$ cat config.mk
export PLATFORM = sky130hd
export DESIGN_NAME = aplm_front
export DESIGN_NICKNAME = d
export VERILOG_FILES = /design/src/aplm_pkg.sv /design/src/aplm_front.sv
export SDC_FILE = /design/constraint.sdc
export NUM_CORES = 1
export LEC_CHECK = 0
export BUFFER_PORTS_ARGS = -buffer_cell sky130_fd_sc_hd__buf_2
export CAP_MARGIN = 20
export CELL_PAD_IN_SITES_DETAIL_PLACEMENT = 1
export CELL_PAD_IN_SITES_GLOBAL_PLACEMENT = 1
export CORE_MARGIN = 1.5
export CORE_UTILIZATION = 21
export DETAILED_ROUTE_END_ITERATION = 16
export GPL_ROUTABILITY_DRIVEN = 0
export PLACE_DENSITY = 0.85
export SLEW_MARGIN = 30
export SYNTH_ARGS = -nofsm -noshare
export SYNTH_HDL_FRONTEND = slang
export SYNTH_SLANG_ARGS = --single-unit
$ cat constraint.sdc
create_clock -name vclk -period 2.15
set_clock_uncertainty 0.05 [all_clocks]
set_input_delay 0.3225 -clock vclk [all_inputs]
set_output_delay 0.3225 -clock vclk [all_outputs]
set_load 0.02 [all_outputs]
$ cat src/aplm_pkg.sv
package aplm_pkg;

  localparam int SAMPLE_W   = 18;
  localparam int CHAN_W     = 4;
  localparam int COEF_W     = 16;
  localparam int WLEN_W     = 15;
  localparam int CFG_IDX_W  = 2;
  localparam int SQ_W       = 35;
  localparam int SUM_W      = 49;
  localparam int ROOT_W     = 25;
  localparam int REM_W      = 29;
  localparam int STEP_W     = 6;
  localparam int ENV_SUM_W  = 36;

  localparam logic [CFG_IDX_W-1:0] CFG_CHANNEL = 2'd0;
  localparam logic [CFG_IDX_W-1:0] CFG_ATTACK  = 2'd1;
  localparam logic [CFG_IDX_W-1:0] CFG_DECAY   = 2'd2;
  localparam logic [CFG_IDX_W-1:0] CFG_WINDOW  = 2'd3;

  localparam logic [COEF_W-1:0] ATTACK_RESET = 16'd59541;
  localparam logic [COEF_W-1:0] DECAY_RESET  = 16'd65530;
  localparam logic [WLEN_W-1:0] WINDOW_RESET = 15'd1024;

  typedef struct packed {
    logic signed [SAMPLE_W-1:0] sample_value;
    logic [CHAN_W-1:0]          sample_channel;
    logic                       buffer_end;
  } in_t;

  typedef struct packed {
    logic [SAMPLE_W-1:0] buffer_peak;
    logic                clip_seen;
    logic [SAMPLE_W-1:0] envelope_level;
    logic [SAMPLE_W-1:0] rms_level;
  } out_t;

  typedef struct packed {
    logic [SAMPLE_W-1:0] mag;
    logic                metered;
    logic                last;
  } work_t;

  typedef enum logic [2:0] {
    BK_IDLE,
    BK_CALC,
    BK_UPDATE,
    BK_REPORT,
    BK_ROOT,
    BK_DONE
  } back_state_t;

  typedef enum logic [1:0] {
    RT_IDLE,
    RT_DIV,
    RT_SQRT
  } root_state_t;

endpackage

$ cat src/aplm_front.sv
module aplm_front (
  input  logic [aplm_pkg::CHAN_W-1:0] sel_channel,
  input  logic                        in_valid,
  output logic                        in_stall,
  input  aplm_pkg::in_t               in_data,
  input  logic                        q_full,
  output logic                        q_push,
  output aplm_pkg::work_t             q_wdata
);

  logic [aplm_pkg::SAMPLE_W-1:0] raw;

  assign raw      = in_data.sample_value;
  assign in_stall = q_full;
  assign q_push   = in_valid && !q_full;

  // negating the most negative sample lands on the sign bit, which is its true magnitude
  assign q_wdata.mag     = raw[aplm_pkg::SAMPLE_W-1] ? (~raw + 1'b1) : raw;
  assign q_wdata.metered = (in_data.sample_channel == sel_channel);
  assign q_wdata.last    = in_data.buffer_end;

endmodule

**Yosys cells after proc, flatten, opt, wreduce, memory -nomap -nowiden**

Index checks and enable logic that the tools add are counted.

- Equal/unequal tests: 1
- Reductions and logical operators: 2
- Bitwise operators: 1
- Muxes and demuxes: 1
- Add/sub/neg operators: 1

Operators with widths:

| cell | count |
|---|---|
| adder 18 x 1 -> 18 bit (second input constant) | 1 |
| 2-to-1 mux 18 bit | 1 |
| NOT 18 bit | 1 |
| equality test 4 bit | 1 |
| logical AND 1 bit | 1 |
| logical NOT 1 bit | 1 |

- Input port bits: 29
- Logic and storage cells: 6
- Register bits after elaboration: 0
- Output and inout bits: 22

**Depth between registers and ports, before layout**

- Depth after elaboration: 3
- Depth in mapped cells: 5
- Depth with buffers taken out: 5

**Worst setup path after synthesis**

No wires, ideal clock.

- Path type: in2out
- From: in in_data[15] (netlist name)
- To: out q_wdata[19] (netlist name)
- Stages: 3
- Setup slack: 0.154 ns
- Arrival time: 1.623 ns
- Buffers on the path: 0
- Required time: 1.778 ns
- Cells stage by stage: or4_1 > or2_4 > nor3_1

RTL lines:

| item | RTL line | source |
|---|---|---|
| start: declaration | aplm_front.sv:5 | `input aplm_pkg::in_t in_data,` |
| end: declaration | aplm_front.sv:8 | `output aplm_pkg::work_t q_wdata` |

==> impl_metrics.py <==
metrics = {
    "run_status": {
        "status": "finished, final reports clean",
    },
    "sta": {
        "setup_ws_ns": 0.0465,
        "hold_viol": 0,
        "finalCritPeriodShare_pct": 97.8,
        "final_max_slew_viol_count": 0,
        "worstMarginPinSlew_ns": 0.319,
        "period_needed_ns": 2.10,
        "worst_hold_slack_ns": 0.595,
        "slew-limit-headroom_pct": 78.7,
        "fmax_ghz": 0.475,
        "final.setup.tns_ns": 0,
        "rsz0062_at_grt": "yes",
        "finalSetupViolCount": 0,
    },
    "grt": {
        "first_global_vias": 596,
        "grt-ovfl-total": 0,
        "grt_first_pass_wirelength_mm": 2.22,
        "grt_usage_pct": 11.0,
        "antenna_found_initial": 0,
        "grt_max_degree": 19,
    },
    "floorplanning": {
        "start_util_pct": 22.3,
        "num_rows": 16,
        "io-pin-count": 51,
        "die_width_um": 48.6,
        "core_area_um2": 1960,
        "die-area_um2": 2360,
        "die_y_um": 48.6,
    },
    "layout": {
        "synthToLayoutAreaGrowth_pct": 69.6,
        "nets": 144,
        "utilization_pct": 37.8,
        "final_cells": 139,
        "drive_gt1_share_pct": 52.7,
        "clockBufferCount": 0,
        "seq_cells": 0,
        "mostFrequentLayoutCells": "buf_2 (47), xnor2_1 (15), nand2_1 (9)",
        "fin_area_um2": 741,
        "n_antenna_cell": 0,
        "register_area_um2": 0,
        "final_common_cell": "buf_2",
    },
    "synthesis": {
        "yosysTopAreaCell": "xnor2_1",
        "synth_cells": 64,
        "syn_avg_cell_area_um2": 6.82,
        "synth-seq-area-share_pct": 0,
        "synth_cell_type_count": 22,
        "synth_top_area_share_pct": 30.1,
        "syn_nets": 94,
        "yosysWarnings": 0,
        "synthTopCellsByArea": "xnor2_1 (30%), xor2_1 (8.0%), nand2_1 (7.7%)",
        "synth_area_um2": 437,
    },
    "route": {
        "routed_wirelength_mm": 1.37,
        "route.vias.total": 620,
        "antenna_left": 0,
        "vias_per_cell": 4.46,
        "drt_iter0_drc": 5,
        "drcViolationCount": 0,
        "wl_per_cell_um": 9.85,
        "firstDrtPassIters": 2,
    },
    "min_path": {
        "hold_path_class": "input pin to output pin",
        "min_path_cells": 0,
        "whs_endpoint": "q_wdata[0]",
        "holdCritStartpoint": "in_data[0]",
    },
    "job": {
        "maxCapViolCount": 0,
    },
    "worst_setup_path": {
        "cp.arrival_ns": 1.73,
        "end_kind": "output pin",
        "path_max_fanout": 3,
        "cp-start-kind": "input pin",
        "worstSetupPathType": "input pin to output pin",
        "worstPathRequired_ns": 1.78,
    },
    "placement": {
        "dp_slack_ns": 0.000414,
        "place_area_um2": 716,
        "place_inst": 139,
        "portBuffers": 49,
        "dp_hpwl_mm": 1.22,
    },
    "clock_tree": {
        "post_cts_buffers": 0,
    },
    "power_and_ir_drop": {
        "p_leak_nw": 0.367,
        "powerDensity_nw_per_um2": 256,
        "ir_drop_mv": 0.0910,
        "finalPower_mw": 0.190,
    },
}
[worst max-delay path, cell delays in order]
cell and delay (ns):
buf_2 0.11, or4_4 0.50, or2_4 0.26, o41ai_4 0.22
xnor2_1 0.15, buf_4 0.16
[worst max path at each step]
| stage | start | endpoint | slack (ns) | cells after the start |
|---|---|---|---|---|
| floorplan | in_data[15] | q_wdata[19] | 0.15 | 3 |
| global placement | in_data[15] | q_wdata[18] | 0.02 | 6 |
| detailed placement | in_data[15] | q_wdata[18] | 0.0004 | 6 |
| CTS | in_data[15] | q_wdata[18] | 0.0004 | 6 |
| global route | in_data[9] | q_wdata[15] | -0.01 | 6 |
| finish | in_data[16] | q_wdata[18] | 0.05 | 6 |
[final cells by class]
type | count | area [um2]
Fill cell | 269 | 1220
Multi-Input combinational cell | 56 | 412
Timing Repair Buffer | 53 | 284
Tap cell | 27 | 33.8
Inverter | 3 | 11.3
[kinds of logic after synthesis]
logic type               Yosys count  synth area share, %
adder cells (fa/ha/maj)            1                 2.86
AND/OR/NAND/NOR                   25                 29.2
AO/OA/AOI/OAI                     11                 20.3
buffers and inverters              8                 9.46
XOR/XNOR                          19                 38.1
[per-layer routing]
layer	global-route usage, %	wire (um)	vias to the layer above
met2	23.5	686	33
met3	0.617	127	0
met5	0	0	-
li1	-	-	313
met4	0	0	0
met1	12.2	555	274
[Yosys cell counts]
cell type and instances:
buf_4 3, clkbuf_1 2, ha_1 1, inv_1 3
nand2_1 9, nand2b_1 2, nand3_1 1, nand4_1 2
nor2_1 4, nor2b_1 1, nor3_1 2, nor3_2 1
nor4_1 1, o21ai_0 5, o21ai_1 1, o31ai_1 3
o41ai_1 1, o41ai_4 1, or2_4 1, or4_1 1
xnor2_1 15, xor2_1 4
[power breakdown]
part,switching (mW),internal (mW)
clock,0,0
sequential,0,0
combinational,0.109,0.0809
[repair_timing]
action                                  in CTS  in global routing
hold endpoints to repair                     0                  0
resized for setup                            0                  5
hold buffers                                 0                  0
endpoints found under the setup margin       0                  3
Power figures use the tool's default switching activity.
