<file path="src/aplm_pkg.sv">
package aplm_pkg;

  localparam int SAMPLE_W   = 18;
  localparam int CHAN_W     = 4;
  localparam int COEF_W     = 16;
  localparam int WLEN_W     = 15;
  localparam int CFG_IDX_W  = 2;
  localparam int SQ_W       = 35;
  localparam int SUM_W      = 49;
  localparam int ROOT_W     = 25;
  localparam int REM_W      = 29;
  localparam int STEP_W     = 6;
  localparam int ENV_SUM_W  = 36;

  localparam logic [CFG_IDX_W-1:0] CFG_CHANNEL = 2'd0;
  localparam logic [CFG_IDX_W-1:0] CFG_ATTACK  = 2'd1;
  localparam logic [CFG_IDX_W-1:0] CFG_DECAY   = 2'd2;
  localparam logic [CFG_IDX_W-1:0] CFG_WINDOW  = 2'd3;

  localparam logic [COEF_W-1:0] ATTACK_RESET = 16'd59541;
  localparam logic [COEF_W-1:0] DECAY_RESET  = 16'd65530;
  localparam logic [WLEN_W-1:0] WINDOW_RESET = 15'd1024;

  typedef struct packed {
    logic signed [SAMPLE_W-1:0] sample_value;
    logic [CHAN_W-1:0]          sample_channel;
    logic                       buffer_end;
  } in_t;

  typedef struct packed {
    logic [SAMPLE_W-1:0] buffer_peak;
    logic                clip_seen;
    logic [SAMPLE_W-1:0] envelope_level;
    logic [SAMPLE_W-1:0] rms_level;
  } out_t;

  typedef struct packed {
    logic [SAMPLE_W-1:0] mag;
    logic                metered;
    logic                last;
  } work_t;

  typedef enum logic [2:0] {
    BK_IDLE,
    BK_CALC,
    BK_UPDATE,
    BK_REPORT,
    BK_ROOT,
    BK_DONE
  } back_state_t;

  typedef enum logic [1:0] {
    RT_IDLE,
    RT_DIV,
    RT_SQRT
  } root_state_t;

endpackage

</file>
<file path="src/aplm_fifo.sv">
module aplm_fifo (
  input  logic            clk,
  input  logic            rst_n,
  input  logic            push,
  input  aplm_pkg::work_t wdata,
  output logic            full,
  input  logic            pop,
  output logic            not_empty,
  output aplm_pkg::work_t rdata
);

  aplm_pkg::work_t mem_r [4];
  logic [1:0] wr_ptr_r, rd_ptr_r;
  logic [2:0] count_r;

  assign full      = (count_r == 3'd4);
  assign not_empty = (count_r != 3'd0);
  assign rdata     = mem_r[rd_ptr_r];

  always_ff @(posedge clk) begin
    if (push) begin
      mem_r[wr_ptr_r] <= wdata;
    end
    if (!rst_n) begin
      wr_ptr_r <= '0;
      rd_ptr_r <= '0;
      count_r  <= '0;
    end else begin
      if (push) wr_ptr_r <= wr_ptr_r + 2'd1;
      if (pop) rd_ptr_r <= rd_ptr_r + 2'd1;
      count_r <= count_r + {2'b00, push} - {2'b00, pop};
    end
  end

endmodule

</file>
<file path="config.mk">
export PLATFORM = sky130hd
export DESIGN_NAME = aplm_fifo
export DESIGN_NICKNAME = d
export VERILOG_FILES = /design/src/aplm_pkg.sv /design/src/aplm_fifo.sv
export SDC_FILE = /design/constraint.sdc
export NUM_CORES = 1
export LEC_CHECK = 0
export BUFFER_PORTS_ARGS = -buffer_cell sky130_fd_sc_hd__clkbuf_2
export CORE_MARGIN = 2
export CORE_UTILIZATION = 50
export CTS_BUF_LIST = sky130_fd_sc_hd__clkbuf_2
export DETAILED_ROUTE_END_ITERATION = 6
export PLACE_DENSITY_LB_ADDON = 0.25
export SETUP_SLACK_MARGIN = 0.3
export SLEW_MARGIN = 20
export SYNTH_ARGS = -nofsm -noshare
export SYNTH_HDL_FRONTEND = slang
export SYNTH_SLANG_ARGS = --single-unit
</file>
<file path="constraint.sdc">
create_clock -name clk -period 1.79 [get_ports clk]
set_clock_uncertainty 0.15 [all_clocks]
set_input_delay 0.358 -clock clk [delete_from_list [all_inputs] [get_ports clk]]
set_output_delay 0.358 -clock clk [all_outputs]
set_load 0.05 [all_outputs]
</file>
# == Word-level counts from Yosys, hierarchy flattened ==
# Memory sizes are Yosys's and may differ from the RTL's. A register that Yosys moved wholly into a read port is not among the register bits.
# Cells that the tools add are included.
# totals
inputBits,24
reg_bits,7
word_cells,14
ramBits,80
n_memories,1
out_inout_bits,22
# mem_list
name,depth,word_bits,rd,rd_ports_with_merged_regs,wr,line,rtl
mem_r,4,20,1,1,1,aplm_fifo.sv:12,aplm_pkg::work_t mem_r [4];
# op_classes
mux,4
add_sub_neg,4
n_eq_ne,1
n_reduce_logical,1
# op_table
op,count
$add 2x1->2 const B,2
$mux 2,2
$add 3x1->3,1
$eq 3x3->1 const B,1
$reduce_bool 3->1,1
$sub 3x1->3,1
$mux 1,2

# == Depth between registers and ports, before layout ==
# depth
ltp_word,3
ltp_mapped,7
mapped_depth_nobuf,7

# == Least setup slack after synthesis ==
# Ideal clock, no wire load.
# synth_timing
kind,reg2out
start,register with a tool-made name
end,output rdata[0] (netlist name)
stages_incl_launch_ff,3
slack_ns,0.102
t_arrival_ns,1.180
path_cell_list,dfxtp_1 -> buf_6 -> mux4_2
# synth_rtl
element,line,rtl
end: declaration,aplm_fifo.sv:9,output aplm_pkg::work_t rdata

==> out/metrics.yaml <==
status:
  status: "finished, violations left"
  violations: "setup timing"
critical_path:
  cp_top_family: "multiplexers"
  worstPathRequired_ps: 1280
  r2r-start: "count_r[0]$_SDFF_PN0_"
  end_kind: "output pin"
  crit_path_top_delay_cell: "mux4_2"
  critPathMaxFanout: 6
  cp_cell_sequence: "buf_12, mux4_2, buf_8"
  cpPeakStageDelay_ps: 550
  r2r.worst_path.cells: 6
  cp.arrival_ps: 1790
  worst-path-buf-inv: 2
  reg2reg_to: "count_r[1]$_SDFF_PN0_"
  crit_type: "reg2out"
  r2r_setup_slack_ps: 70
  start_kind: "flop"
grt:
  antenna_found_initial: 0
  grt_pass1_vias: 1829
  gr-usage-met1: 0.200
  grt_start_max_net_pins: 21
  grtUsageTotal: 0.172
  grt_use_met2: 0.310
  gr-max-usage-layer: "met2"
  met3_usage: 0.0356
  grt_pass1_wl_um: 9150
  grt_overflow_total: 0
clock_tree:
  root_buffer: "clkbuf_2"
  htreeDepth: 3
  cts_tree: "done"
  clockBufferDepth: 2
  clkLatencyLatePin_ps: 470
  path_clk_slew_ps: 210
  cts-buffers-inserted: 9
  cts.sinks: 89
layout:
  nets: 266
  antennaDiodeCount: 0
  finalNonFillerCells: 317
  final_layout_size_suffix_gt1_frac: 0.483
  area_growth_pct: 33.1
logic_synthesis:
  synth_warnings: 0
  synth_top_area_share: 0.722
  synth_cells: 147
  synth_cell_types: 18
  yosysSeqAreaShare: 0.776
  synth.ff_latch_count: 89
  synth_edf_count: 80
  synthArstFlopShare: 0
  synth.cell_area_um2: 3330
  postSynthAreaPerCell_um2: 22.6
  yosys.cell_count.top_type: "edfxtp_1"
  yosysTopAreaCell: "edfxtp_1"
  synth_area_leaders: "edfxtp_1 72%, mux4_2 14%, dfxtp_1 5.4%"
  synth_common_cells: "80 x edfxtp_1, 20 x mux4_2, 9 x dfxtp_1, 7 x inv_1"
  yosys_most_used_dff: "edfxtp_1"
  syn-num-nets: 178
power_and_ir_drop:
  power_switching_share: 0.271
  power_frac_clock: 0.235
  p_sw_w: 0.00127
  p_leak_nw: 1.59
  combPwrFrac: 0.244
  intPower_w: 0.00341
  pwr_density_cell_nw_per_um2: 1060
  pwr-share-seq: 0.521
  vdd_drop_max_mv: 0.661
route:
  drc: 0
  ant_nets: 0
  drt-vias-per-instance: 5.19
  routed_wl_um: 5820
  num_vias: 1645
  drt-initial-drc-count: 98
  drt_first_pass_iters: 4
  wl_per_cell_um: 18.4
floorplanning:
  fp.coreArea_um2: 6390
  initial_core_util: 0.521
  die_h_um: 85.6
  ios: 46
  die-width_um: 85.6
  rows: 29
  die-area_um2: 7330
hold_path:
  whs_path_depth: 3
  hold_path_class: "in2reg"
  whs_endpoint: "wr_ptr_r[0]$_SDFFE_PN0P_"
  min_from: "push"
sta:
  setup_viol: 21
  finalCritPeriodShare: 1.29
  worst_slack_ps: -513
  slew_headroom: 0.847
  rsz0062_at_grt: "true"
  hold_ws_ps: 88.4
  fmax_mhz: 434
  hold_viol: 0
  tightest_slew_ps: 229
  finalCriticalPeriod_ps: 2300
  tns_ps: -9830
  drv_slew: 0
placed_design:
  hpwl_um: 3530
  dp.cells: 277
  io_buffers: 45
  place_congestion: 0.734
flow_run:
  cap_violations: 0
-- per-layer routing --
metal,wire [um],up-vias,share of wire
met4,70,0,0.012
met5,0,-,0
met1,2250,829,0.39
met2,3270,43,0.56
met3,239,7,0.041
li1,-,766,-
-- cells in the final DEF, fill, tap and decap left out, types with 3 or more instances in the layout --
cell,synthesis,routed
dlygate4sd3_1,0,21
buf_12,0,3
dfxtp_2,0,4
inv_1,7,4
buf_4,0,9
and2_2,0,4
clkbuf_2,0,32
mux4_2,20,20
buf_8,0,21
ha_1,6,4
nor2_1,5,5
dfxtp_1,9,3
edfxtp_1,80,80
-- cell families after synthesis --
group / after synthesis / share of synthesized area
AOI/OAI and AO/OA: 2 / 0.00451
xor gates and xnor gates: 3 / 0.0124
adders and majority gates: 7 / 0.0286
buffers and inverters: 11 / 0.0177
DFF: 89 / 0.776
muxes: 21 / 0.138
and+or+nand+nor: 14 / 0.0229
-- stage by stage --
stage               setup slack, ps  instance area, um^2  utilization  power (W)
finish                         -513                 4430        0.694    0.00468
global route                   -629                 4430        0.694    0.00488
CTS                            -568                 4360        0.682    0.00462
detailed placement            -40.8                 3780        0.592    0.00330
global placement              -20.0                 3780        0.592    0.00327
floorplan                       129                 3360            -    0.00307
-- sequential cells by signal, indices dropped and copies added (netlist names), named ones only --
signal	count
count_r	3
wr_ptr_r	2
rd_ptr_r	2
mem_r	80
-- what timing repair did --
action / CTS / global route
pin swaps: 1 / 0
gates resized for setup: 52 / 27
gates cloned: 0 / 1
endpoints found under the hold margin: 85 / 0
setup endpoints to repair: 46 / 48
setup buffers: 1 / 1
hold buffers: 21 / 0
-- cell type report --
cell class                      count  area (um^2)
Sequential cell                    89         2590
Fill cell                         414         1950
Timing Repair Buffer               81          841
Multi-Input combinational cell     47          733
Tap cell                           77         96.3
Clock inverter                      7         93.8
Clock buffer                        9         45.0
Inverter                            7         28.8
-- worst min-delay path, delay by kind of cell --
family                 cells  cell delay (ps)
XOR/XNOR                   1              140
buffers and inverters      1              180
AND/OR/NAND/NOR            1               30
-- power by group through the flow --
stage                     Sequential (W)  Clock [W]  Combinational, W
final                            0.00244    0.00110           0.00114
after global routing             0.00245    0.00122           0.00120
after CTS                        0.00243    0.00113           0.00106
after detailed placement         0.00248          0          0.000828
after global placement           0.00246          0          0.000803
after floorplan                  0.00246          0          0.000613
-- worst max-delay path by stage --
stage,from,to,slack (ps),cells past startpoint
finish,flop,rdata[3],-510,3
global route,flop,rdata[3],-630,3
CTS,flop,rdata[17],-570,3
detailed placement,flop,rdata[17],-40,3
global placement,flop,rdata[17],-20,3
floorplan,flop,rdata[0],130,2
Note: power is estimated with default switching activity, not from simulation.
